$ cat src/sv/rrtl_pkg.sv
// Shared types, constants and helper functions of the rounded-rectangle track locator.
package rrtl_pkg;

	localparam int CW   = 16;            // coordinate width, Q3.12
	localparam int OW   = 17;            // offset width, difference of two coordinates
	localparam int D2W  = 34;            // squared offset length, Q.24
	localparam int RTW  = 17;            // square root width
	localparam int RMW  = 19;            // square root partial remainder
	localparam int QW   = 15;            // normal quotient magnitude width
	localparam int DRW  = 17;            // divider partial remainder
	localparam int CXW  = 35;            // CORDIC vector width
	localparam int CZW  = 33;            // CORDIC angle width
	localparam int ATW  = 31;            // angle table entry width
	localparam int CQW  = 15;            // corner arc length width
	localparam int POSW = 22;            // signed working width of track position
	localparam int PW   = 18;            // track position output width
	localparam int SQRT_CELLS = D2W / 2;
	localparam int DIV_CELLS  = QW;
	localparam int CORDIC_PRESHIFT = 14;

	// Offsets at or above this magnitude can never count as negligible.
	localparam logic [6:0]  SMALL_LIMIT = 7'd93;
	localparam logic [19:0] ZERO_SCALE  = 20'd1000000;

	localparam logic [2:0] REG_LEFT   = 3'd0;
	localparam logic [2:0] REG_RIGHT  = 3'd1;
	localparam logic [2:0] REG_BOTTOM = 3'd2;
	localparam logic [2:0] REG_TOP    = 3'd3;
	localparam logic [2:0] REG_ARC    = 3'd4;

	localparam logic [3:0] REGION_RIGHT       = 4'd0;
	localparam logic [3:0] REGION_LOWER_RIGHT = 4'd1;
	localparam logic [3:0] REGION_BOTTOM      = 4'd2;
	localparam logic [3:0] REGION_LOWER_LEFT  = 4'd3;
	localparam logic [3:0] REGION_LEFT        = 4'd4;
	localparam logic [3:0] REGION_UPPER_LEFT  = 4'd5;
	localparam logic [3:0] REGION_TOP         = 4'd6;
	localparam logic [3:0] REGION_UPPER_RIGHT = 4'd7;
	localparam logic [3:0] REGION_NONE        = 4'd8;

	typedef struct packed {
		logic signed [OW-1:0] dx;
		logic signed [OW-1:0] dy;
		logic signed [CW-1:0] bx;
		logic signed [CW-1:0] by;
		logic                 zero;
		logic                 zx;
		logic                 zy;
		logic [RTW-1:0]       len;
		logic signed [CW-1:0] nx;
		logic signed [CW-1:0] ny;
	} side_t;

	typedef struct packed {
		logic [RMW-1:0] rem;
		logic [RTW-1:0] root;
		logic [D2W-1:0] rad;
	} sqrt_t;

	typedef struct packed {
		logic [DRW-1:0] rem;
		logic [QW-1:0]  num;
		logic [QW-1:0]  quo;
	} div_t;

	typedef struct packed {
		logic signed [CXW-1:0] x;
		logic signed [CXW-1:0] y;
		logic signed [CZW-1:0] z;
	} cordic_t;

	function automatic logic signed [CW-1:0] clamp_coord(logic signed [CW-1:0] v,
			logic signed [CW-1:0] a, logic signed [CW-1:0] b);
		logic signed [CW-1:0] lo;
		logic signed [CW-1:0] hi;
		lo = (a < b) ? a : b;
		hi = (a > b) ? a : b;
		return (v < lo) ? lo : ((v > hi) ? hi : v);
	endfunction

	function automatic logic [CW-1:0] offset_mag(logic signed [OW-1:0] v);
		logic signed [OW-1:0] m;
		m = (v < 0) ? -v : v;
		return m[CW-1:0];
	endfunction

	// Quarter-turn arctangent table in units of 2^-30 of a quarter turn.
	function automatic logic [ATW-1:0] atan_quarter(int i);
		logic [ATW-1:0] r;
		unique case (i)
			0:  r = 31'd536870912;
			1:  r = 31'd316933406;
			2:  r = 31'd167458904;
			3:  r = 31'd85004576;
			4:  r = 31'd42667282;
			5:  r = 31'd21354345;
			6:  r = 31'd10679855;
			7:  r = 31'd5340311;
			8:  r = 31'd2670178;
			9:  r = 31'd1335089;
			10: r = 31'd667545;
			11: r = 31'd333772;
			12: r = 31'd166886;
			13: r = 31'd83443;
			14: r = 31'd41722;
			15: r = 31'd20861;
			16: r = 31'd10430;
			17: r = 31'd5215;
			18: r = 31'd2608;
			19: r = 31'd1304;
			default: r = '0;
		endcase
		return r;
	endfunction

endpackage

$ cat src/sv/rrtl_cordic_cell.sv
// One vectoring rotation cell of the corner-angle CORDIC.
module rrtl_cordic_cell #(
	parameter int STEP = 0
) (
	input  logic              clk,
	input  logic              en,
	input  rrtl_pkg::cordic_t d,
	output rrtl_pkg::cordic_t q
);
	import rrtl_pkg::*;

	logic signed [CXW-1:0] xs;
	logic signed [CXW-1:0] ys;
	logic signed [CZW-1:0] ang;
	cordic_t               nxt;

	always_comb begin
		xs  = d.x >>> STEP;
		// The residual is shifted on its magnitude, so it truncates toward zero.
		ys  = (d.y >= 0) ? (d.y >>> STEP) : -((-d.y) >>> STEP);
		ang = $signed({{(CZW-ATW){1'b0}}, atan_quarter(STEP)});
		nxt = d;
		priority if (d.y > 0) begin
			nxt.x = d.x + ys;
			nxt.y = d.y - xs;
			nxt.z = d.z + ang;
		end else if (d.y < 0) begin
			nxt.x = d.x - ys;
			nxt.y = d.y + xs;
			nxt.z = d.z - ang;
		end else begin
			// A residual of exactly zero leaves the vector where it is.
			nxt = d;
		end
	end

	always_ff @(posedge clk) begin
		if (en) begin
			q <= nxt;
		end
	end

endmodule

$ cat config.mk
export PLATFORM = sky130hd
export DESIGN_NAME = rrtl_cordic_cell
export DESIGN_NICKNAME = d
export VERILOG_FILES = /design/src/sv/rrtl_pkg.sv /design/src/sv/rrtl_cordic_cell.sv
export SDC_FILE = /design/constraint.sdc
export NUM_CORES = 1
export LEC_CHECK = 0
export BUFFER_PORTS_ARGS = -buffer_cell sky130_fd_sc_hd__buf_2
export CAP_MARGIN = 20
export CORE_MARGIN = 2
export CORE_UTILIZATION = 60
export CTS_BUF_LIST = sky130_fd_sc_hd__clkbuf_2
export CTS_CLUSTER_SIZE = 30
export DETAILED_ROUTE_END_ITERATION = 12
export GPL_TIMING_DRIVEN = 0
export PLACE_DENSITY_LB_ADDON = 0.2
export REMOVE_ABC_BUFFERS = 1
export SLEW_MARGIN = 0
export SYNTH_ARGS = -nofsm -noshare
export SYNTH_HDL_FRONTEND = slang
export SYNTH_SLANG_ARGS = --single-unit
$ cat constraint.sdc
create_clock -name clk -period 5 [get_ports clk]
set_input_delay 0.75 -clock clk [delete_from_list [all_inputs] [get_ports clk]]
set_output_delay 0.75 -clock clk [all_outputs]
set_load 0.03 [all_outputs]
==> impl_results.md <==
- Status: finished clean
- Arrival time worst endpoint: 4.53 ns
- I/O Pins: 208
- Worst Path Required: 5.48 ns
- Yosys reg bits: 103
- Largest regs: q: 103 flops
- CTS sink count: 103
- Hold Buf Count CTS: 0
- Final hold violation count: 0
- Post-Route WL: 32600 microns
- Crit-path slowest cell: a31oi_1
- Synth Warn #: 0
- DR pass1 iterations: 5
- Pleak: 4.98 nW
- Remaining Overflow, GRT: 0
- Routability-driven placement congestion ratio: 1.03
- CTS tree: done
- Post-synthesis sequential area ratio: 0.310
- Die Area: 17700 sq um
- Crit path max-delay family: compound AO/OA/AOI/OAI gates
- Post-synth EDFFs: 103
- Total track usage: 0.359
- Post-route ant nets: 0
- Unrepaired setup endpoints after global routing: no
- Slew @ Worst Pin: 1.02 ns
- H-tree Lvls: 3
- Final core occ: 0.691
- Final Non-Filler Cells: 1576
- Crit path buffers/inverters: 2
- Period utilisation layout: 0.810
- Post-synth top area cell: edfxtp_1
- Number of global-route vias before repair: 9446
- Setup Fix Bufs, Post-CTS: 0
- Syn Area/Cell: 8.37 sq um
- Area of the mapped netlist: 9990 sq um
- Power Density: 253 nW/um^2
- Worst Path Max Fanout: 6
- Filler instances: 1385
- Element type at the critical path start: input pin
- Final Max Slew Viols: 0
- Fin crit period: 4.05 ns
- Fmax: 247 MHz
- Clock Tree Root: clkbuf_2
- Post-synth ARST share: 0
- Initial antenna violation count: 1
- Clock transition at path regs: 0.31 ns
- TritonCTS buffer count: 9
- VDD IR max: 170 uV
- Mean routed wirelength per cell: 20.7 microns
- Most frequent cell after synthesis: a21oi_1
- Number of distinct library cells after synthesis: 75
- Core area: 16400 sq um
- Starting density of the core: 0.609
- Die Span X: 133 microns
- Deepest clock path buffer count: 2
- Crit path cell chain: buf_2 > inv_1 > ha_1 > nor2b_1 > o31a_1 > or3_1 > a21oi_1 > o31ai_1 > a31oi_1 > o21ai_0 > a221oi_1 > a2bb2oi_1
- Largest net degree at the start of global routing: 68
- HP Class: in2reg
- Tot Pwr: 2.86 mW
- First-pass GRT wire length: 50300 microns
- Post-CTS Resized: 0
- Initial DRC count: 1159
- Largest register by flop count: q
- Via-per-instance ratio: 6.58
- Max Cap Viol: 0
- Row count: 47
- CP endpoint kind: flip-flop
- Max stage delay on crit path: 0.66 ns
- Top FF cell, synth: edfxtp_1
- Port Buffer Count: 207
- Layout Nets: 1563
- Area contributors post-synth: edfxtp_1 (31%), ha_1 (13%), a21oi_1 (7.4%)
- Largest register FFs: 103
- Mapped Cells: 1193
- Hold Slack: 0.227 ns
- Vias: 10400
- Die height: 133 microns
- Residual DRC: 0
- Most frequent cells after synthesis: a21oi_1 (148), inv_1 (109), ha_1 (105)
- Layout area overhead: 13.5%
- Area share of the largest cell type after synthesis: 0.310
- Slew margin rel.: 0.317
- Final setup vio count: 0
- Placed Cells: 1558
- Layout cell share with drive strength beyond 1: 0.191
- Final HPWL DP: 24200 microns
- Critical path class: in2reg
[metal layers]
| layer | track usage | vias up | share of wire |
|---|---|---|---|
| met4 | 0.162 | 0 | 0.040 |
| met5 | 0 | - | 0 |
| met3 | 0.0479 | 95 | 0.10 |
| met1 | 0.488 | 4813 | 0.41 |
| met2 | 0.572 | 659 | 0.45 |
| li1 | - | 4804 | - |
[layout make-up]
type | instances | area [sq um] | area share
antenna | 1 | 2.50 | 0.000221
clock buffer | 9 | 45.0 | 0.00397
clock inverter | 7 | 86.3 | 0.00761
inverter | 114 | 428 | 0.0377
multi-input combinational | 908 | 6220 | 0.548
sequential | 103 | 3090 | 0.273
tap | 220 | 275 | 0.0243
timing repair buffer | 214 | 1190 | 0.105
[worst paths after layout]
kind,start,endpoint,cells after the start
max,d[34],q[93]$_DFFE_PP_,12
min,d[16],q[16]$_DFFE_PP_,1
[per-stage QoR]
step | TNS [ns] | instance area, sq um | setup WS [ns]
global route | 0 | 11300 | 0.834
floorplan | 0 | 9720 | 0.864
finish | 0 | 11300 | 0.948
CTS | 0 | 11300 | 1.16
detailed placement | 0 | 11200 | 0.445
global placement | -106.44 | 11000 | -2.49
[logic make-up (layout without fill, tap and decap cells)]
logic type	Yosys count	count (layout)	share of synthesized area
DFF	103	103	0.310
other	0	1	0
buffers and inverters	182	344	0.0694
and+or+nand+nor	305	305	0.146
AOI/OAI and AO/OA	474	474	0.318
adders and majority gates	108	108	0.138
muxes	7	7	0.00702
xor gates and xnor gates	14	14	0.0123
[report_power, final]
| group | total, mW | switching (mW) | internal (mW) |
|---|---|---|---|
| registers | 1.11 | 0.0247 | 1.08 |
| logic | 1.31 | 0.885 | 0.425 |
| clock network | 0.444 | 0.357 | 0.0868 |
| total | 2.86 | 1.27 | 1.60 |
[cell usage in the layout (no fill, tap or decap), types with 8 or more instances in the layout]
cell type,count
o22ai_1,21
clkbuf_2,9
o21ai_1,11
inv_1,108
edfxtp_1,103
o31ai_1,17
nand4_1,12
nor2_1,94
a211oi_1,19
o211ai_1,13
xnor2_1,10
nor3_1,34
nand3_1,18
o221ai_1,10
o21a_1,10
a22oi_1,12
a31oi_1,20
a221oi_1,24
nand2b_1,19
o21ai_0,50
nor4_1,14
or3_1,8
o21bai_1,24
nand2_1,67
buf_2,205
a21oi_1,148
nor2b_1,11
ha_1,105
a21o_1,22
No activity file was read; power rests on OpenSTA's default activity.
