--- config.mk ---
export PLATFORM = sky130hd
export DESIGN_NAME = rrtl_sqrt_cell
export DESIGN_NICKNAME = d
export VERILOG_FILES = /design/src/sv/rrtl_pkg.sv /design/src/sv/rrtl_sqrt_cell.sv
export SDC_FILE = /design/constraint.sdc
export NUM_CORES = 1
export LEC_CHECK = 0
export BUFFER_PORTS_ARGS = -buffer_cell sky130_fd_sc_hd__buf_4
export CORE_MARGIN = 1.5
export CORE_UTILIZATION = 35
export CTS_CLUSTER_DIAMETER = 200
export CTS_CLUSTER_SIZE = 25
export DETAILED_ROUTE_END_ITERATION = 8
export GPL_TIMING_DRIVEN = 1
export PLACE_DENSITY_LB_ADDON = 0.05
export SYNTH_ARGS = -nofsm -noshare
export SYNTH_HDL_FRONTEND = slang
export SYNTH_SLANG_ARGS = --single-unit
--- constraint.sdc ---
create_clock -name clk -period 4.45 [get_ports clk]
set_clock_uncertainty 0.1 [all_clocks]
set_input_delay 0.2225 -clock clk [delete_from_list [all_inputs] [get_ports clk]]
set_output_delay 0.2225 -clock clk [all_outputs]
set_load 0.02 [all_outputs]
--- src/sv/rrtl_pkg.sv ---
// Shared types, constants and helper functions of the rounded-rectangle track locator.
package rrtl_pkg;

	localparam int CW   = 16;            // coordinate width, Q3.12
	localparam int OW   = 17;            // offset width, difference of two coordinates
	localparam int D2W  = 34;            // squared offset length, Q.24
	localparam int RTW  = 17;            // square root width
	localparam int RMW  = 19;            // square root partial remainder
	localparam int QW   = 15;            // normal quotient magnitude width
	localparam int DRW  = 17;            // divider partial remainder
	localparam int CXW  = 35;            // CORDIC vector width
	localparam int CZW  = 33;            // CORDIC angle width
	localparam int ATW  = 31;            // angle table entry width
	localparam int CQW  = 15;            // corner arc length width
	localparam int POSW = 22;            // signed working width of track position
	localparam int PW   = 18;            // track position output width
	localparam int SQRT_CELLS = D2W / 2;
	localparam int DIV_CELLS  = QW;
	localparam int CORDIC_PRESHIFT = 14;

	// Offsets at or above this magnitude can never count as negligible.
	localparam logic [6:0]  SMALL_LIMIT = 7'd93;
	localparam logic [19:0] ZERO_SCALE  = 20'd1000000;

	localparam logic [2:0] REG_LEFT   = 3'd0;
	localparam logic [2:0] REG_RIGHT  = 3'd1;
	localparam logic [2:0] REG_BOTTOM = 3'd2;
	localparam logic [2:0] REG_TOP    = 3'd3;
	localparam logic [2:0] REG_ARC    = 3'd4;

	localparam logic [3:0] REGION_RIGHT       = 4'd0;
	localparam logic [3:0] REGION_LOWER_RIGHT = 4'd1;
	localparam logic [3:0] REGION_BOTTOM      = 4'd2;
	localparam logic [3:0] REGION_LOWER_LEFT  = 4'd3;
	localparam logic [3:0] REGION_LEFT        = 4'd4;
	localparam logic [3:0] REGION_UPPER_LEFT  = 4'd5;
	localparam logic [3:0] REGION_TOP         = 4'd6;
	localparam logic [3:0] REGION_UPPER_RIGHT = 4'd7;
	localparam logic [3:0] REGION_NONE        = 4'd8;

	typedef struct packed {
		logic signed [OW-1:0] dx;
		logic signed [OW-1:0] dy;
		logic signed [CW-1:0] bx;
		logic signed [CW-1:0] by;
		logic                 zero;
		logic                 zx;
		logic                 zy;
		logic [RTW-1:0]       len;
		logic signed [CW-1:0] nx;
		logic signed [CW-1:0] ny;
	} side_t;

	typedef struct packed {
		logic [RMW-1:0] rem;
		logic [RTW-1:0] root;
		logic [D2W-1:0] rad;
	} sqrt_t;

	typedef struct packed {
		logic [DRW-1:0] rem;
		logic [QW-1:0]  num;
		logic [QW-1:0]  quo;
	} div_t;

	typedef struct packed {
		logic signed [CXW-1:0] x;
		logic signed [CXW-1:0] y;
		logic signed [CZW-1:0] z;
	} cordic_t;

	function automatic logic signed [CW-1:0] clamp_coord(logic signed [CW-1:0] v,
			logic signed [CW-1:0] a, logic signed [CW-1:0] b);
		logic signed [CW-1:0] lo;
		logic signed [CW-1:0] hi;
		lo = (a < b) ? a : b;
		hi = (a > b) ? a : b;
		return (v < lo) ? lo : ((v > hi) ? hi : v);
	endfunction

	function automatic logic [CW-1:0] offset_mag(logic signed [OW-1:0] v);
		logic signed [OW-1:0] m;
		m = (v < 0) ? -v : v;
		return m[CW-1:0];
	endfunction

	// Quarter-turn arctangent table in units of 2^-30 of a quarter turn.
	function automatic logic [ATW-1:0] atan_quarter(int i);
		logic [ATW-1:0] r;
		unique case (i)
			0:  r = 31'd536870912;
			1:  r = 31'd316933406;
			2:  r = 31'd167458904;
			3:  r = 31'd85004576;
			4:  r = 31'd42667282;
			5:  r = 31'd21354345;
			6:  r = 31'd10679855;
			7:  r = 31'd5340311;
			8:  r = 31'd2670178;
			9:  r = 31'd1335089;
			10: r = 31'd667545;
			11: r = 31'd333772;
			12: r = 31'd166886;
			13: r = 31'd83443;
			14: r = 31'd41722;
			15: r = 31'd20861;
			16: r = 31'd10430;
			17: r = 31'd5215;
			18: r = 31'd2608;
			19: r = 31'd1304;
			default: r = '0;
		endcase
		return r;
	endfunction

endpackage

--- src/sv/rrtl_sqrt_cell.sv ---
// One digit cell of the pipelined integer square root.
module rrtl_sqrt_cell (
	input  logic           clk,
	input  logic           en,
	input  rrtl_pkg::sqrt_t d,
	output rrtl_pkg::sqrt_t q
);
	import rrtl_pkg::*;

	logic [RMW+1:0] cur;
	logic [RMW+1:0] trial;
	logic           ge;
	sqrt_t          nxt;

	always_comb begin
		cur   = {d.rem, d.rad[D2W-1 -: 2]};
		trial = {{(RMW-RTW){1'b0}}, d.root, 2'b01};
		ge    = (cur >= trial);
		nxt.rem  = ge ? RMW'(cur - trial) : RMW'(cur);
		nxt.root = {d.root[RTW-2:0], ge};
		nxt.rad  = {d.rad[D2W-3:0], 2'b00};
	end

	always_ff @(posedge clk) begin
		if (en) begin
			q <= nxt;
		end
	end

endmodule

==> flow_results.org, run 1 <==
** Placement
- Final Wtd Congestion :: 0.774
- # port buffers :: 139
- HPWL reported at the end of detailed placement :: 5.63 mm

** Synth
- The synthesized design contains 68 enable-type register cells.
- Synthesis produced 261 cells.
- Mean instance size in the synthesized netlist :: 13.2 um2
- Among all flip-flop cells after synthesis, the most frequent one is edfxtp_1.
- Sequential elements use 59.3% of the synthesized area.
- Number of distinct standard cells referenced by the synthesized netlist :: 43
- Synthesized area :: 3440 um2
- The synthesized design contains 68 register bits.
- Yosys printed 0 warnings.
- Share of flip-flops with an asynchronous set or reset after synthesis :: 0%

** Worst setup path
- The worst setup path is launched from a primary input.
- STA puts the critical path data required time at 4.44 ns.
- Slowest cell on the critical path :: dlygate4sd3_1
- The critical path contains buffers and inverters numbering 4 combined.
- CP max stage delay :: 0.52 ns
- Highest net fanout along the worst path :: 10
- The kind of cell with the highest combined delay along the critical path is simple AND/OR/NAND/NOR gates.
- The signal on the critical path passes through dlygate4sd3_1 > buf_4 > inv_1 > ha_1 > and4_4 > nand3_2 > or4_1 > nand3_1 > a21oi_2 > buf_4 > mux2_4.
- Counting stages on the worst path, the most repeated cell is buf_4.
- Setup crit end kind :: register
- Data on the critical path arrives at its endpoint at 2.89 ns.
- Worst Path Class, Setup :: in -> reg

** Timing
- Portion of the clock cycle consumed by the worst path in the final layout :: 65.2%
- The count of final hold-check violations is 0.
- Static timing analysis puts the maximum clock frequency at 345 MHz.
- Aggregate negative setup slack :: 0 ns
- Final worst path period need :: 2.90 ns
- Actual transition at the worst max-transition pin :: 0.878 ns
- Setup violations, final :: 0
- Worst slew margin relative to its limit :: 41.5%
- Setup repair after global routing left no endpoint under its margin.
- Number of pins exceeding their max-slew limit in the final report :: 0

** Clock network
- Post-CTS setup-driven buffer insertion count :: 0
- Clock tree from TritonCTS :: built
- Number of H-tree levels :: 3
- Clock transition at the register clock pins on the worst setup and hold paths after CTS :: 0.08 ns
- Buffer type at the clock tree root :: clkbuf_8
- Clock Tree Buf Depth :: 2
- Total clock sinks :: 68
- In this run, post-CTS repair resized a total of 0 instances.
- CTS Buf Count :: 9

** Floorplan
- The floorplan step defined a die boundary enclosing 10400 um2.
- The initial utilization of the core area, before any placement, comes to 35.7%.
- Die height :: 102 um
- Area inside the core boundary :: 9640 um2
- Number of standard-cell rows in the floorplan :: 36
- Die outline width :: 102 um
- I/O pins :: 142

** Cells and area
- 0 antenna diodes ended up in the layout.
- The register with the most flip-flops in the layout has 68 of them.
- Registers with the highest flip-flop counts :: q x68
- Area added between synthesis and finish :: 53.5%
- Nets@finish :: 542
- Measured on the finished design, the core utilization comes to 54.8%.
- Cells with a size suffix above 1 make up 38.8% of the layout.
- Register with the most flip-flops :: q

** GRT
- Global routing finished with a remaining overflow of 0.
- Global routing used 15.6% of the available tracks.
- Via count of the first global-routing pass :: 2543
- Largest net degree at the start of global routing :: 69
- Global-route wire length before repair :: 12.3 mm
- Antenna violations before repair :: 0

** Pwr
- Maximum VDD drop :: 0.152 mV
- Leakage :: 0.00227 uW
- Power density over the cells :: 352 nW/um2

** Run
- Max-cap violations in this run came to 0.

** Route
- The first detailed-routing pass took 4 iterations.
- Remaining antenna violation count after routing :: 0
- Routed WL per cell :: 13.6 um
- After detailed routing, the number of remaining DRC violations is 0.
- Number of vias in the routed layout :: 2690
- Drt first-iter violations :: 94
- Total length of routed wires :: 8.03 mm
- Via-per-instance ratio :: 4.57

** Min path
- The worst hold path belongs to the class in -> reg.

** Status
- Outcome :: completed
[cells by family after synthesis]
| logic type | count (synthesis) | share of synthesized area (%) |
|---|---|---|
| simple gates | 46 | 6.87 |
| compound gates | 55 | 10.1 |
| flops | 68 | 59.3 |
| other cells | 1 | 0.109 |
| mux | 19 | 7.59 |
| buf+inv | 38 | 5.38 |
| xor+xnor | 15 | 3.81 |
| fa+ha+maj | 19 | 6.90 |
[worst paths after layout]
path                   from     to  slack [ns]  depth (start not counted)
worst max-delay path  d[45]  q[67]        1.55                         11
worst min-delay path  d[52]  q[54]        0.08                          2
[cells in the final DEF, fill, tap and decap left out, drive strengths merged, types with 2 or more instances in the layout]
| cell type | count |
|---|---|
| a211oi | 2 |
| a21oi | 21 |
| a31oi | 3 |
| buf | 141 |
| bufinv | 2 |
| clkbuf | 10 |
| clkinv | 2 |
| clkinvlp | 2 |
| conb | 2 |
| dlygate4sd3 | 48 |
| edfxtp | 68 |
| ha | 19 |
| inv | 27 |
| mux2 | 15 |
| mux2i | 4 |
| nand2 | 14 |
| nand2b | 3 |
| nand3 | 4 |
| nand4 | 5 |
| nor2 | 9 |
| nor2b | 2 |
| nor3 | 3 |
| o2111ai | 3 |
| o211ai | 3 |
| o21a | 4 |
| o21ai | 12 |
| o311ai | 2 |
| xnor2 | 8 |
| xor2 | 7 |
[power breakdown]
| group | total (uW) | internal (uW) | switching [uW] |
|---|---|---|---|
| logic | 489 | 247 | 242 |
| clock network | 567 | 316 | 251 |
| registers | 803 | 785 | 18.1 |
| total | 1860 | 1350 | 512 |
[final cells by class]
class	count	area (um2)
tap	133	166
clock buffer	10	128
sequential	68	2040
fill	844	4350
inverter	27	101
clock inverter	6	88.8
multi-input combinational	156	1220
timing repair buffer	189	1540
[per-stage QoR]
stage / power [uW] / cells / instance area, um2 / hold WS, ns / setup WS, ns
floorplan: 1090 / 262 / 3450 / 0.221 / 2.07
global placement: 1270 / 525 / 4590 / 0.300 / 1.79
CTS: 1880 / 589 / 5290 / 0.0674 / 1.56
finish: 1860 / 589 / 5290 / 0.0840 / 1.55
detailed placement: 1270 / 525 / 4590 / 0.302 / 1.74
global route: 1950 / 589 / 5290 / 0.0671 / 1.35
[repair_timing]
item                                   in CTS  in global routing
setup endpoints to repair                   0                  0
hold buffers                               48                  0
endpoints found under the hold margin      48                  0
[Yosys cell counts (3+ instances only)]
| cell type | n | share of area [%] |
|---|---|---|
| buf_6 | 3 | 0.98 |
| mux2_4 | 14 | 6.1 |
| a21oi_1 | 20 | 2.9 |
| nand3_1 | 3 | 0.44 |
| clkbuf_2 | 3 | 0.44 |
| o21ai_0 | 9 | 1.3 |
| mux2i_1 | 4 | 1.2 |
| ha_1 | 19 | 6.9 |
| xnor2_1 | 8 | 2.0 |
| edfxtp_1 | 68 | 59 |
| nor2_1 | 9 | 0.98 |
| inv_1 | 27 | 2.9 |
| a31oi_1 | 3 | 0.54 |
| nand2_1 | 14 | 1.5 |
| nand4_1 | 5 | 0.91 |
| buf_4 | 4 | 0.87 |
| o21a_1 | 4 | 0.87 |
| nor3_1 | 3 | 0.44 |
| o211ai_1 | 3 | 0.65 |
| xor2_1 | 7 | 1.8 |
| o2111ai_1 | 3 | 0.76 |
| nand2b_1 | 3 | 0.54 |
[metal layers]
metal,vias up,track usage (%),routed length (um)
li1,1345,-,-
met4,0,6.01,90
met1,1229,20.7,3630
met2,109,24.0,3670
met3,7,4.51,645
met5,-,0,0
No activity file was read; power rests on OpenSTA's default activity.
==> inputs of run 2 (changes only) <==
==> constraint.sdc (replaced) <==
create_clock -name clk -period 2.95 [get_ports clk]
set_clock_uncertainty 0.1 [all_clocks]
set_input_delay 0.1475 -clock clk [delete_from_list [all_inputs] [get_ports clk]]
set_output_delay 0.1475 -clock clk [all_outputs]
set_load 0.02 [all_outputs]
==> run 2 against run 1 <==
- die area is the same
- largest power group unchanged
- first-iteration DRC count up 18%
- sequential power up 51%
- utilization up 1.0 points
- design area rose by 1.8%
==> flow_results.org, run 2 (synthesis results as in run 1) <==
** Status
- The run finished with clean final reports.

** Cells and area
- The final non-filler cell area came to 5380 um2 (+1.8%).
- The number of flip-flops under the largest register name was 68 (unchanged).
- The library cells used most frequently in the layout, excluding fill and tap cells, are buf_4, edfxtp_1, dlygate4sd3_1.
- Final core area utilization :: 55.8% (+1.0 points)
- Most common cell after layout, fill and taps aside :: buf_4
- Compared with the post-synthesis result, the final layout area differs by 56.3%.
- Reg area :: 2040 um2 (unchanged)
- Nets@finish :: 556 (+2.6%)
- Count of fill cells added during filler insertion :: 883 (+4.6%)
- The share of post-route cells with drive strength above 1 is 37.9% (-0.94 points).
- q holds more flip-flops than any other register.
- Antenna cell count :: 0 (unchanged)
- The combined area of the multi-input logic cells is 1220 um2 (unchanged).
- Registers with the highest flip-flop counts :: q x68

** Timing
- The final count of negative-setup-slack endpoints came to 0 (unchanged).
- Count of final hold-check violations :: 0 (unchanged)
- Worst slew margin relative to its limit :: 41.5% (+0.065 points)
- Aggregate negative setup slack :: 0 ns (unchanged)
- Maximum achievable frequency :: 355 MHz
- Setup repair after global routing left no endpoint under its margin.
- After layout, the worst path uses 95.5% of the clock period.
- The final number of max-transition violations was 0 (unchanged).
- Final worst path period need :: 2.82 ns
- Actual transition at the worst max-transition pin :: 0.877 ns (-0.000968 ns)
- Final worst-path setup slack :: 0.134 ns (-1.42 ns)

** Clock network
- Post-CTS setup-driven buffer insertion count :: 0 (unchanged)
- The number of CTS-inserted buffers is 9 (unchanged).
- CTS resizes :: 0 (unchanged)
- TritonCTS built the clock tree.
- The tree is rooted in a clkbuf_8.
- The H-tree depth reported by CTS is 3 (unchanged).
- Clock transition at the register clock pins on the worst setup and hold paths after CTS :: 0.07 ns (about the same)
- The number of clock sinks is 68 (unchanged).
- The number of buffers between clock root and the deepest sink came to 2 (unchanged).

** GRT
- Global-route wire length before repair :: 12.6 mm (+2.0%)
- Antenna violations before repair :: 0 (unchanged)
- Overall track demand over capacity in global routing :: 15.8% (+0.20 points)
- The maximum number of pins on one net before global-route repair came to 69 (unchanged).
- The via count of the first global-routing pass is 2608 (+2.6%).
- GRT overflow :: 0 (unchanged)

** Worst setup path
- The maximum cell stage delay along the critical path came to 0.53 ns (about the same).
- The required time of the worst setup path is 2.95 ns (-1.49 ns).
- Arrival time at the worst endpoint :: 2.81 ns (-0.08 ns)
- The largest individual stage delay along the critical path comes from the cell dlygate4sd3_1.
- Cell with the most instances on the worst path :: buf_4
- STA classifies the critical path endpoint as a register.
- Worst Path Class, Setup :: in -> reg
- STA classifies the critical path startpoint as a primary input.
- Walking the worst path, the cells encountered are dlygate4sd3_1 > buf_4 > ha_1 > and4_4 > nand3_2 > or4_1 > nand3_1 > a21oi_2 > buf_4 > mux2_4.
- Highest net fanout along the worst path :: 12 (+2)

** Floorplan
- The die boundary height is 102 um (unchanged).
- Die outline width :: 102 um (unchanged)
- The starting density of the core is 35.7% (unchanged).
- The core area came to 9640 um2 (unchanged).
- I/O pins :: 142 (unchanged)
- Number of standard-cell rows in the floorplan :: 36 (unchanged)
- Total die area :: 10400 um2 (unchanged)

** Pwr
- The leakage dissipation came to 0.00231 uW (+1.4%).
- Maximum VDD drop :: 0.198 mV (+30%)
- Total power :: 2660 uW (+43%)
- Power density over the cells :: 494 nW/um2 (+41%)

** Placement
- The final RePlAce weighted congestion came to 0.749 (-3.3%).
- The number of buffers added on ports was 139 (unchanged).
- The cell area reported after detailed placement came to 4600 um2 (+0.16%).
- The final HPWL from detailed placement is 5.66 mm (+0.45%).
- The minimum setup slack after placement is 0.324 ns (-1.42 ns).

** Min path
- Min-Delay Path Depth :: 2 (unchanged)
- Critical hold path startpoint :: d[53]
- End of the worst hold path :: q[55]
- Class of the worst hold path :: in -> reg

** Route
- Number of search-and-repair iterations in the first detailed-routing pass :: 4 (unchanged)
- Via-per-instance ratio :: 4.56 (-0.11%)
- Remaining antenna violation count after routing :: 0 (unchanged)
- The average wire per cell in the routed design came to 13.6 um (-0.18%).
- The wire length reported by the detailed router was 8.21 mm (+2.2%).
- The DRC violation count after routing was 0 (unchanged).
- Drt first-iter violations :: 111 (+18%)
- The total number of vias was 2751 (+2.3%).

** Run
- Max_cap viols :: 0 (unchanged)
run 2: how the worst max path moves through the flow:
stage          startpoint    end  slack (ns)  depth (start not counted)
2_1_floorplan       d[46]  q[53]        0.65                         10
3_3_place_gp        d[46]  q[65]        0.35                         10
3_5_place_dp        d[46]  q[54]        0.32                         10
4_1_cts             d[63]  q[55]        0.14                         10
5_1_grt             d[34]  q[55]        0.03                         11
6_report            d[63]  q[64]        0.13                         10
run 2: worst max-delay path, delay by kind of cell:
kind,cells,cell delay (ns)
adders and majority gates,1,0.43
muxes,1,0.31
AOI/OAI and AO/OA,1,0.04
and+or+nand+nor,4,0.98
buffers and inverters,3,0.89
run 2: power breakdown:
group	internal, uW	switching [uW]
sequential	1180	27.2
clock	307	387
combinational	385	371
total	1880	785
run 2: final cells by class:
type                    instances  share of cell area, %
well taps                     133                   3.09
flip-flops and latches         68                   37.9
repair buffers                203                   31.1
multi-input cells             156                   22.7
clock inverters                 7                  0.953
inverters                      27                   1.88
clock buffers                   9                   2.30
run 2: layer usage:
layer | vias up | track usage (%) | part of all wire, %
met4 | 0 | 5.06 | 0.76
met5 | - | 0 | 0
met1 | 1273 | 20.6 | 46
met3 | 7 | 5.13 | 7.2
met2 | 99 | 25.0 | 46
li1 | 1372 | - | -
run 2: through the flow:
step | std cells | hold WS, ns
detailed placement | 526 | 0.227
CTS | 602 | 0.000723
floorplan | 262 | 0.146
global placement | 526 | 0.226
global route | 603 | 0.00640
finish | 603 | 0.0197
run 2: timing repair:
item | in CTS | in global routing
endpoints found under the hold margin | 60 | 1
endpoints found under the setup margin | 0 | 0
hold buffers | 60 | 1
