$ cat src/sv/rrtl_pkg.sv
// Shared types, constants and helper functions of the rounded-rectangle track locator.
package rrtl_pkg;

	localparam int CW   = 16;            // coordinate width, Q3.12
	localparam int OW   = 17;            // offset width, difference of two coordinates
	localparam int D2W  = 34;            // squared offset length, Q.24
	localparam int RTW  = 17;            // square root width
	localparam int RMW  = 19;            // square root partial remainder
	localparam int QW   = 15;            // normal quotient magnitude width
	localparam int DRW  = 17;            // divider partial remainder
	localparam int CXW  = 35;            // CORDIC vector width
	localparam int CZW  = 33;            // CORDIC angle width
	localparam int ATW  = 31;            // angle table entry width
	localparam int CQW  = 15;            // corner arc length width
	localparam int POSW = 22;            // signed working width of track position
	localparam int PW   = 18;            // track position output width
	localparam int SQRT_CELLS = D2W / 2;
	localparam int DIV_CELLS  = QW;
	localparam int CORDIC_PRESHIFT = 14;

	// Offsets at or above this magnitude can never count as negligible.
	localparam logic [6:0]  SMALL_LIMIT = 7'd93;
	localparam logic [19:0] ZERO_SCALE  = 20'd1000000;

	localparam logic [2:0] REG_LEFT   = 3'd0;
	localparam logic [2:0] REG_RIGHT  = 3'd1;
	localparam logic [2:0] REG_BOTTOM = 3'd2;
	localparam logic [2:0] REG_TOP    = 3'd3;
	localparam logic [2:0] REG_ARC    = 3'd4;

	localparam logic [3:0] REGION_RIGHT       = 4'd0;
	localparam logic [3:0] REGION_LOWER_RIGHT = 4'd1;
	localparam logic [3:0] REGION_BOTTOM      = 4'd2;
	localparam logic [3:0] REGION_LOWER_LEFT  = 4'd3;
	localparam logic [3:0] REGION_LEFT        = 4'd4;
	localparam logic [3:0] REGION_UPPER_LEFT  = 4'd5;
	localparam logic [3:0] REGION_TOP         = 4'd6;
	localparam logic [3:0] REGION_UPPER_RIGHT = 4'd7;
	localparam logic [3:0] REGION_NONE        = 4'd8;

	typedef struct packed {
		logic signed [OW-1:0] dx;
		logic signed [OW-1:0] dy;
		logic signed [CW-1:0] bx;
		logic signed [CW-1:0] by;
		logic                 zero;
		logic                 zx;
		logic                 zy;
		logic [RTW-1:0]       len;
		logic signed [CW-1:0] nx;
		logic signed [CW-1:0] ny;
	} side_t;

	typedef struct packed {
		logic [RMW-1:0] rem;
		logic [RTW-1:0] root;
		logic [D2W-1:0] rad;
	} sqrt_t;

	typedef struct packed {
		logic [DRW-1:0] rem;
		logic [QW-1:0]  num;
		logic [QW-1:0]  quo;
	} div_t;

	typedef struct packed {
		logic signed [CXW-1:0] x;
		logic signed [CXW-1:0] y;
		logic signed [CZW-1:0] z;
	} cordic_t;

	function automatic logic signed [CW-1:0] clamp_coord(logic signed [CW-1:0] v,
			logic signed [CW-1:0] a, logic signed [CW-1:0] b);
		logic signed [CW-1:0] lo;
		logic signed [CW-1:0] hi;
		lo = (a < b) ? a : b;
		hi = (a > b) ? a : b;
		return (v < lo) ? lo : ((v > hi) ? hi : v);
	endfunction

	function automatic logic [CW-1:0] offset_mag(logic signed [OW-1:0] v);
		logic signed [OW-1:0] m;
		m = (v < 0) ? -v : v;
		return m[CW-1:0];
	endfunction

	// Quarter-turn arctangent table in units of 2^-30 of a quarter turn.
	function automatic logic [ATW-1:0] atan_quarter(int i);
		logic [ATW-1:0] r;
		unique case (i)
			0:  r = 31'd536870912;
			1:  r = 31'd316933406;
			2:  r = 31'd167458904;
			3:  r = 31'd85004576;
			4:  r = 31'd42667282;
			5:  r = 31'd21354345;
			6:  r = 31'd10679855;
			7:  r = 31'd5340311;
			8:  r = 31'd2670178;
			9:  r = 31'd1335089;
			10: r = 31'd667545;
			11: r = 31'd333772;
			12: r = 31'd166886;
			13: r = 31'd83443;
			14: r = 31'd41722;
			15: r = 31'd20861;
			16: r = 31'd10430;
			17: r = 31'd5215;
			18: r = 31'd2608;
			19: r = 31'd1304;
			default: r = '0;
		endcase
		return r;
	endfunction

endpackage

$ cat src/sv/rrtl_div_cell.sv
// One quotient-bit cell of the pipelined restoring divider for the normal.
module rrtl_div_cell (
	input  logic                       clk,
	input  logic                       en,
	input  logic [rrtl_pkg::RTW-1:0]   divisor,
	input  rrtl_pkg::div_t             d,
	output rrtl_pkg::div_t             q
);
	import rrtl_pkg::*;

	logic [DRW:0] cur;
	logic         ge;
	div_t         nxt;

	always_comb begin
		cur = {d.rem, d.num[QW-1]};
		ge  = (cur >= {{(DRW+1-RTW){1'b0}}, divisor});
		nxt.rem = ge ? DRW'(cur - {{(DRW+1-RTW){1'b0}}, divisor}) : DRW'(cur);
		nxt.num = {d.num[QW-2:0], 1'b0};
		nxt.quo = {d.quo[QW-2:0], ge};
	end

	always_ff @(posedge clk) begin
		if (en) begin
			q <= nxt;
		end
	end

endmodule

$ cat config.mk
export PLATFORM = sky130hd
export DESIGN_NAME = rrtl_div_cell
export DESIGN_NICKNAME = d
export VERILOG_FILES = /design/src/sv/rrtl_pkg.sv /design/src/sv/rrtl_div_cell.sv
export SDC_FILE = /design/constraint.sdc
export NUM_CORES = 1
export LEC_CHECK = 0
export ABC_CLOCK_PERIOD_IN_PS = 2470
export BUFFER_PORTS_ARGS = -buffer_cell sky130_fd_sc_hd__buf_2
export CORE_ASPECT_RATIO = 0.6
export CORE_MARGIN = 2
export CORE_UTILIZATION = 48
export CTS_CLUSTER_DIAMETER = 50
export DETAILED_ROUTE_END_ITERATION = 12
export MAX_ROUTING_LAYER = met4
export PLACE_DENSITY = 0.8
export SLEW_MARGIN = 20
export SYNTH_ARGS = -nofsm -noshare
export SYNTH_HDL_FRONTEND = slang
export SYNTH_SLANG_ARGS = --single-unit
$ cat constraint.sdc
create_clock -name clk -period 2.47 [get_ports clk]
set_input_delay 0 -clock clk [delete_from_list [all_inputs] [get_ports clk]]
set_output_delay 0 -clock clk [all_outputs]
set_load 0.03 [all_outputs]
==> flow_metrics.tcl, run 1 <==
set metrics [dict create \
    run_status "completed" \
    clkTransAtPathRegs_ns 0.08 \
    synth-seq-cells 46 \
    yosysSeqAreaShare_pct 53.6 \
    die_w_um 98.6 \
    area_delta_synth_final_pct 39.6 \
    dp.final_hpwl_um 4720 \
    worstPathArrival_ns 2.05 \
    min_period_ns 2.00 \
    route.detailed.drc 0 \
    leakagePower_uw 0.00164 \
    gp_congestion 0.838 \
    critPathSlowestCell "fa_1" \
    start_kind "input port" \
    cts.path.max_buffers 2 \
    cpPeakStageDelay_ns 0.40 \
    p_comb_share_pct 31.2 \
    path_delay_family "adder cells" \
    relSlewSlack_pct 34.2 \
    track_usage_pct 24.7 \
    core.rowCount 20 \
    largest_reg_flops 46 \
    pin_count 113 \
    rsz0062_at_grt "no" \
    synth_most_common_cell "edfxtp_1" \
    ant_nets 0 \
    synth_top_cell_area_share_pct 53.6 \
    die_height_um 60.7 \
    tritoncts "yes" \
    drt_iter0_drc 112 \
    antenna_found_initial 0 \
    top_register "q" \
    synthCells 200 \
    p_seq_share_pct 44.0 \
    async_reset_ff_share_pct 0 \
    grt_max_degree 47 \
    yosysUniqueCellTypes 47 \
    cts_root_buf "clkbuf_8" \
    timing.final.hold_violations 0 \
    yosys.area.top_type "edfxtp_1" \
    yosys_warnings 0 \
    fin_crit_sh_pct 80.9 \
    grt-ovfl-total 0 \
    cellInternalPower_uw 1550 \
    detail_route.vias_per_cell 5.18 \
    final.fill_count 364 \
    grt_pass1_vias 2024 \
    drive_above_1_share_pct 40.9 \
    synthTopCellsByArea "edfxtp_1, ha_1, mux2_4, inv_1, xnor2_1" \
    start_util_pct 50.4 \
    vias 2141 \
    tns_ns 0 \
    post_drt_wl_per_cell_um 16.7 \
    syn_avg_cell_area_sq_um 12.9 \
    cap_violations 0 \
    crit_required_ns 2.52 \
    maxSlewViolCount 0 \
    die_area_sq_mm 0.00599 \
    synth_fp_nets 284 \
    ir_worst_vdd_mv 0.227 \
    port_buffers 110 \
    totalWireLength_um 6900 \
    crit_buf_inv 4 \
    setup_violations 0 \
    dr.pass1.iters 4 \
    dp_slack_ns 0.195 \
    cts_buffers 5 \
    p_switching_uw 691 \
    nNetsFinal 430 \
    cts_htree_levels 2 \
    cpMostUsedCell "inv_1" \
    powerDensity_mw_per_mm2 622 \
    crit_type "input port to flip-flop" \
    cts_hold_buffers 28 \
    ys.flop_type "edfxtp_1" \
    n_antenna_cell 0 \
    grt_pass1_wl_um 10500 \
    hp-class "input port to flip-flop" \
    layout_top_registers "q x46" \
    netlist_area_sq_mm 0.00257 \
    cp-end-kind "flip-flop" \
    post_cts_buffers 0 \
    cts-resized-gates 0 \
    cp_cell_sequence "buf_2, inv_1, ha_1, inv_1, fa_1, a21oi_1, or3_4, a21oi_4, o21bai_4, and2_4, inv_12, mux2_4" \
    worstMarginPinSlew_ns 0.988 \
    path_max_fanout 10 \
    fmax_mhz 500 \
    clock_sinks 46 \
    coreArea_sq_mm 0.00510 \
    p_clk_share_pct 24.8 \
    synth_commonest_cells "edfxtp_1, inv_1, ha_1" \
    layout_setup_ws_ns 0.471 \
    synth-edff-count 46 \
    swShare_pct 30.9 \
]
cells by family after synthesis:
logic type,Yosys count,share of synthesized area (%)
flip-flops,46,53.6
AO/OA/AOI/OAI,47,13.7
buffers and inverters,25,4.91
multiplexers,11,6.22
other,1,0.146
XOR/XNOR,11,3.74
adder cells (fa/ha/maj),18,9.04
AND/OR/NAND/NOR,41,8.60
metal layers:
metal  vias up  routed length [um]  track usage (%)
li1       1034                   -                -
met1       987                3060             32.6
met2       110                3160             39.6
met3        10                 569             4.15
met4         0                 108             8.61
met5         -                   0                -
power groups by stage:
stage                     logic (uW)  registers (uW)  clock network, uW
after floorplan                  282            1170                  0
after global placement           639             997                  0
after detailed placement         653            1000                  0
after CTS                        691             982                550
after global routing             747             993                594
final                            698             985                554
layout make-up:
| cell class | count | area [sq um] | share of cell area [%] |
|---|---|---|---|
| Sequential cell | 46 | 1380 | 38.4 |
| Multi-Input combinational cell | 129 | 1070 | 29.7 |
| Timing Repair Buffer | 141 | 853 | 23.7 |
| Inverter | 23 | 98.8 | 2.75 |
| Tap cell | 66 | 82.6 | 2.30 |
| Clock buffer | 6 | 72.6 | 2.02 |
| Clock inverter | 2 | 37.5 | 1.04 |
metrics by stage:
step           util [%]  total power (uW)  instances  hold slack [ns]  instance area (sq um)
5_1_grt            70.4              2330        413          0.00280                   3590
6_report           70.4              2240        413          0.00777                   3590
3_3_place_gp       62.7              1640        377            0.176                   3200
2_1_floorplan         -              1460        200           0.0989                   2570
4_1_cts            70.4              2220        413          0.00195                   3590
3_5_place_dp       62.7              1650        377            0.179                   3200
layout by cell type (no fill, tap or decap), types with 2 or more instances in the layout:
cell	count
nand2b_1	3
o21ai_0	7
nor3_1	4
a21o_1	3
buf_4	3
a21boi_0	3
o21bai_1	2
xnor2_1	8
xor2_1	3
edfxtp_1	46
and2_1	3
clkbuf_8	5
nand3_1	7
dlygate4sd3_1	28
o2bb2ai_1	2
inv_1	22
buf_2	110
o31ai_2	3
nand2_1	9
nor2_1	6
a21oi_1	13
o21a_1	2
mux2_4	10
ha_1	17
final timing paths:
check,from,to,slack [ns],cells after the start
setup / recovery,d[29],q[39],0.47,12
hold / removal,d[43],q[44],0.008,2
Power figures use the tool's default switching activity.
==> inputs of run 2 (changes only) <==
ABC_CLOCK_PERIOD_IN_PS = 2000   (was 2470)
clock period = 2 ns   (was 2.47 ns; I/O delays follow)
==> run 2 against run 1 <==
Against the previous run: power grew 22%; die area is the same; setup slack lost 0.39 ns; critical path depth is the same; sequential cell count is the same; clock power grew 3%; cell count grew 7.0%; global-route usage grew 0.16 points; first-iteration DRC count grew 21%; wire length grew 0.13%; critical endpoint is now q[38]; largest power group unchanged.
==> flow_metrics.tcl, run 2 (synthesis gave the netlist of run 1 again) <==
set metrics [dict create \
    cts.path.max_buffers 2 \
    tns_ns 0 \
    rsz0062_at_grt "no" \
    tritoncts "yes" \
    p_seq_share_pct 44.6 \
    n_antenna_cell 0 \
    drt_iter0_drc 136 \
    layout_common_cells "buf_2, edfxtp_1, dlygate4sd3_1, buf_4, inv_1" \
    cap_violations 0 \
    hp-class "input port to flip-flop" \
    post_cts_buffers 0 \
    route.detailed.drc 0 \
    fin_crit_sh_pct 95.9 \
    die_height_um 60.7 \
    clock_sinks 46 \
    final_cells 442 \
    cts_buffers 5 \
    cts_htree_levels 2 \
    grt-ovfl-total 0 \
    top_register "q" \
    min_period_ns 1.92 \
    largest_reg_flops 46 \
    path_max_fanout 10 \
    cellInternalPower_uw 1840 \
    p_clk_share_pct 20.9 \
    leakagePower_uw 0.00178 \
    vias 2265 \
    p_switching_uw 886 \
    run_status "completed" \
    final.fill_count 337 \
    die_w_um 98.6 \
    post_drt_wl_per_cell_um 15.6 \
    total_power_uw 2730 \
    register_area_sq_mm 0.00138 \
    ant_nets 0 \
    clkTransAtPathRegs_ns 0.08 \
    totalWireLength_um 6910 \
    powerDensity_mw_per_mm2 713 \
    drive_above_1_share_pct 46.5 \
    crit_type "input port to flip-flop" \
    dp_slack_ns -0.237 \
    layout_top_registers "q x46" \
    port_buffers 110 \
    maxSlewViolCount 0 \
    timing.final.hold_violations 0 \
    dp_cells 404 \
    swShare_pct 32.4 \
    layout_setup_ws_ns 0.0827 \
    antenna_found_initial 0 \
    start_kind "input port" \
    cp-end-kind "flip-flop" \
    detail_route.vias_per_cell 5.12 \
    grt_max_degree 19 \
    nNetsFinal 459 \
    setup_violations 0 \
    ir_worst_vdd_mv 0.340 \
    track_usage_pct 24.8 \
    coreArea_sq_mm 0.00510 \
    grt_pass1_wl_um 10900 \
    die_area_sq_mm 0.00599 \
    dp.final_hpwl_um 5160 \
    pin_count 113 \
    final_common_cell "buf_2" \
    core.rowCount 20 \
    area_delta_synth_final_pct 48.6 \
    worstPathArrival_ns 1.98 \
    start_util_pct 50.4 \
    fmax_mhz 522 \
    multi_input_area_sq_mm 0.00109 \
    crit_required_ns 2.06 \
    p_comb_share_pct 34.5 \
    dr.pass1.iters 4 \
    gp_congestion 0.911 \
    cts_root_buf "clkbuf_8" \
    grt_pass1_vias 2231 \
]
[run 2: cell type report]
| cell class | count | share of cell area, % |
|---|---|---|
| sequential | 46 | 36.1 |
| timing repair buffer | 170 | 28.1 |
| tap | 66 | 2.16 |
| clock inverter | 3 | 0.556 |
| clock buffer | 5 | 1.80 |
| multi-input combinational | 129 | 28.4 |
| inverter | 23 | 2.91 |
[run 2: critical path, cell delays in order]
cell and delay (ns):
buf_2 0.17, inv_12 0.03, ha_4 0.15, inv_2 0.05, fa_2 0.21, a21oi_2 0.07
or3_4 0.39, a21oi_4 0.20, o21bai_4 0.07, and2_4 0.22, inv_12 0.10, mux2_4 0.30
[run 2: worst paths after layout]
kind	slack, ns	end	cells past startpoint	start
max	0.08	q[38]	12	d[29]
min	0.01	q[37]	2	d[36]
[run 2: power groups by stage]
stage	clock network, uW	registers [uW]	logic (uW)
2_1_floorplan	0	1450	354
3_3_place_gp	0	1230	863
3_5_place_dp	0	1240	888
4_1_cts	573	1220	936
5_1_grt	631	1230	1010
6_report	570	1220	941
[run 2: metal layers]
| layer | vias to the layer above | share of wire (%) | global-route usage, % |
|---|---|---|---|
| li1 | 1089 | - | - |
| met1 | 1057 | 43 | 31.6 |
| met2 | 115 | 48 | 41.8 |
| met3 | 4 | 8.3 | 6.80 |
| met4 | 0 | 0.39 | 3.52 |
| met5 | - | 0 | - |
[run 2: per-stage QoR]
stage	util, %	hold WS, ns	cell area, sq um
floorplan	-	0.0989	2610
CTS	75.0	0.00760	3830
global placement	67.3	0.176	3440
global route	75.0	0.00301	3830
detailed placement	67.3	0.179	3440
finish	75.0	0.0112	3830
[run 2: timing repair]
action / 4_1_cts / 5_1_grt
hold endpoints to repair: 30 / 0
hold buffers: 30 / 0
resized for setup: 0 / 0
==> inputs of run 3 (changes only) <==
PLACE_DENSITY = 0.93   (was 0.8)
==> run 3 against run 2 <==
Against the previous run: die area unchanged; non-clock buffer count decreased by 1; cell count down 0.23%; critical path depth did not move; critical path type unchanged; power increased by 2.6%; design area increased by 0.23%.
==> flow_metrics.tcl, run 3 (synthesis gave the netlist of run 1 again) <==
set metrics [dict create \
    die_area_sq_mm 0.00599 \
    cap_violations 0 \
    post_drt_wl_per_cell_um 18.0 \
    start_util_pct 50.4 \
    detail_route.vias_per_cell 5.45 \
    port_buffers 110 \
    route.detailed.drc 0 \
    cts-resized-gates 0 \
    tns_ns 0 \
    fin_crit_sh_pct 96.0 \
    fin_hold_ws_ns 0.0102 \
    start_kind "input port" \
    clkTransAtPathRegs_ns 0.10 \
    hp-class "input port to flip-flop" \
    cts_buffers 5 \
    register_area_sq_mm 0.00138 \
    grt-ovfl-total 0 \
    top_register "q" \
    design_area_sq_mm 0.00384 \
    crit_required_ns 2.06 \
    cts_htree_levels 2 \
    path_max_fanout 10 \
    dp_slack_ns -0.235 \
    cts.path.max_buffers 2 \
    grt_pass1_vias 2416 \
    maxSlewViolCount 0 \
    setup_violations 0 \
    worstPathArrival_ns 1.98 \
    dp.final_hpwl_um 5400 \
    cts_root_buf "clkbuf_8" \
    powerDensity_mw_per_mm2 730 \
    worstMarginPinSlew_ns 0.515 \
    fmax_mhz 521 \
    coreArea_sq_mm 0.00510 \
    n_antenna_cell 0 \
    area_delta_synth_final_pct 49.0 \
    multi_input_area_sq_mm 0.00109 \
    cp-end-kind "flip-flop" \
    drt_iter0_drc 137 \
    nNetsFinal 458 \
    layout_common_cells "buf_2, edfxtp_1, dlygate4sd3_1" \
    leakagePower_uw 0.00178 \
    final_common_cell "buf_2" \
    final.fill_count 325 \
    post_cts_buffers 0 \
    ir_worst_vdd_mv 0.294 \
    rsz0062_at_grt "no" \
    pin_count 113 \
    drive_above_1_share_pct 46.4 \
    largest_reg_flops 46 \
    cts_hold_buffers 30 \
    dpl_cell_area_sq_mm 0.00344 \
    layout_top_registers "q x46" \
    hold_depth 2 \
    layout_setup_ws_ns 0.0802 \
    clock_sinks 46 \
    grt_pass1_wl_um 12200 \
    crit_type "input port to flip-flop" \
    timing.final.hold_violations 0 \
    min_period_ns 1.92 \
    core.rowCount 20 \
    gp_congestion 0.908 \
    tritoncts "yes" \
    die_height_um 60.7 \
    dr.pass1.iters 5 \
    run_status "completed" \
    track_usage_pct 28.1 \
    ant_nets 0 \
    die_w_um 98.6 \
    grt_max_degree 26 \
    vias 2404 \
    totalWireLength_um 7950 \
    antenna_found_initial 0 \
    relSlewSlack_pct 65.7 \
]
[run 3: changes by cell type in the layout (fill, tap and decap cells not counted), sizes merged]
| cell | previous run | this run |
|---|---|---|
| clkinv | 2 | 1 |
| buf | 140 | 139 |
| inv | 23 | 24 |
[run 3: path summary, 6_finish.rpt]
path  start     to  slack [ns]
max   d[29]  q[42]        0.08
min   d[45]  q[46]        0.01
[run 3: worst max-delay path, cell delays in order]
cell,delay (ns)
buf_2,0.17
inv_12,0.03
ha_4,0.15
inv_2,0.05
fa_2,0.21
a21oi_2,0.08
or3_4,0.39
a21oi_4,0.19
o21bai_4,0.08
and2_4,0.22
inv_12,0.10
mux2_4,0.30
[run 3: cell type report]
class	instances	area share [%]
multi-input cells	129	28.3
well taps	66	2.15
clock buffers	5	1.79
inverters	23	2.90
repair buffers	169	28.2
flip-flops and latches	46	36.0
clock inverters	3	0.652
[run 3: where the power goes]
part           leakage [uW]  total (uW)  switching, uW  internal (uW)
Sequential         0.000450        1220           35.1           1190
Clock             0.0000447         612            359            253
Combinational       0.00128         963            550            413
Total               0.00178        2800            944           1850
[run 3: metal layers]
layer	wire length [um]	part of all wire (%)	track usage, %
met1	3190	40	33.4
met2	3800	48	49.6
met3	827	10	7.26
met4	130	1.6	6.07
met5	0	0	-
[run 3: metrics by stage]
stage / power [uW] / utilization [%] / std cells
2_1_floorplan: 1800 / - / 200
3_3_place_gp: 2090 / 67.4 / 403
3_5_place_dp: 2130 / 67.4 / 403
4_1_cts: 2770 / 75.1 / 441
5_1_grt: 2910 / 75.1 / 441
6_report: 2800 / 75.1 / 441
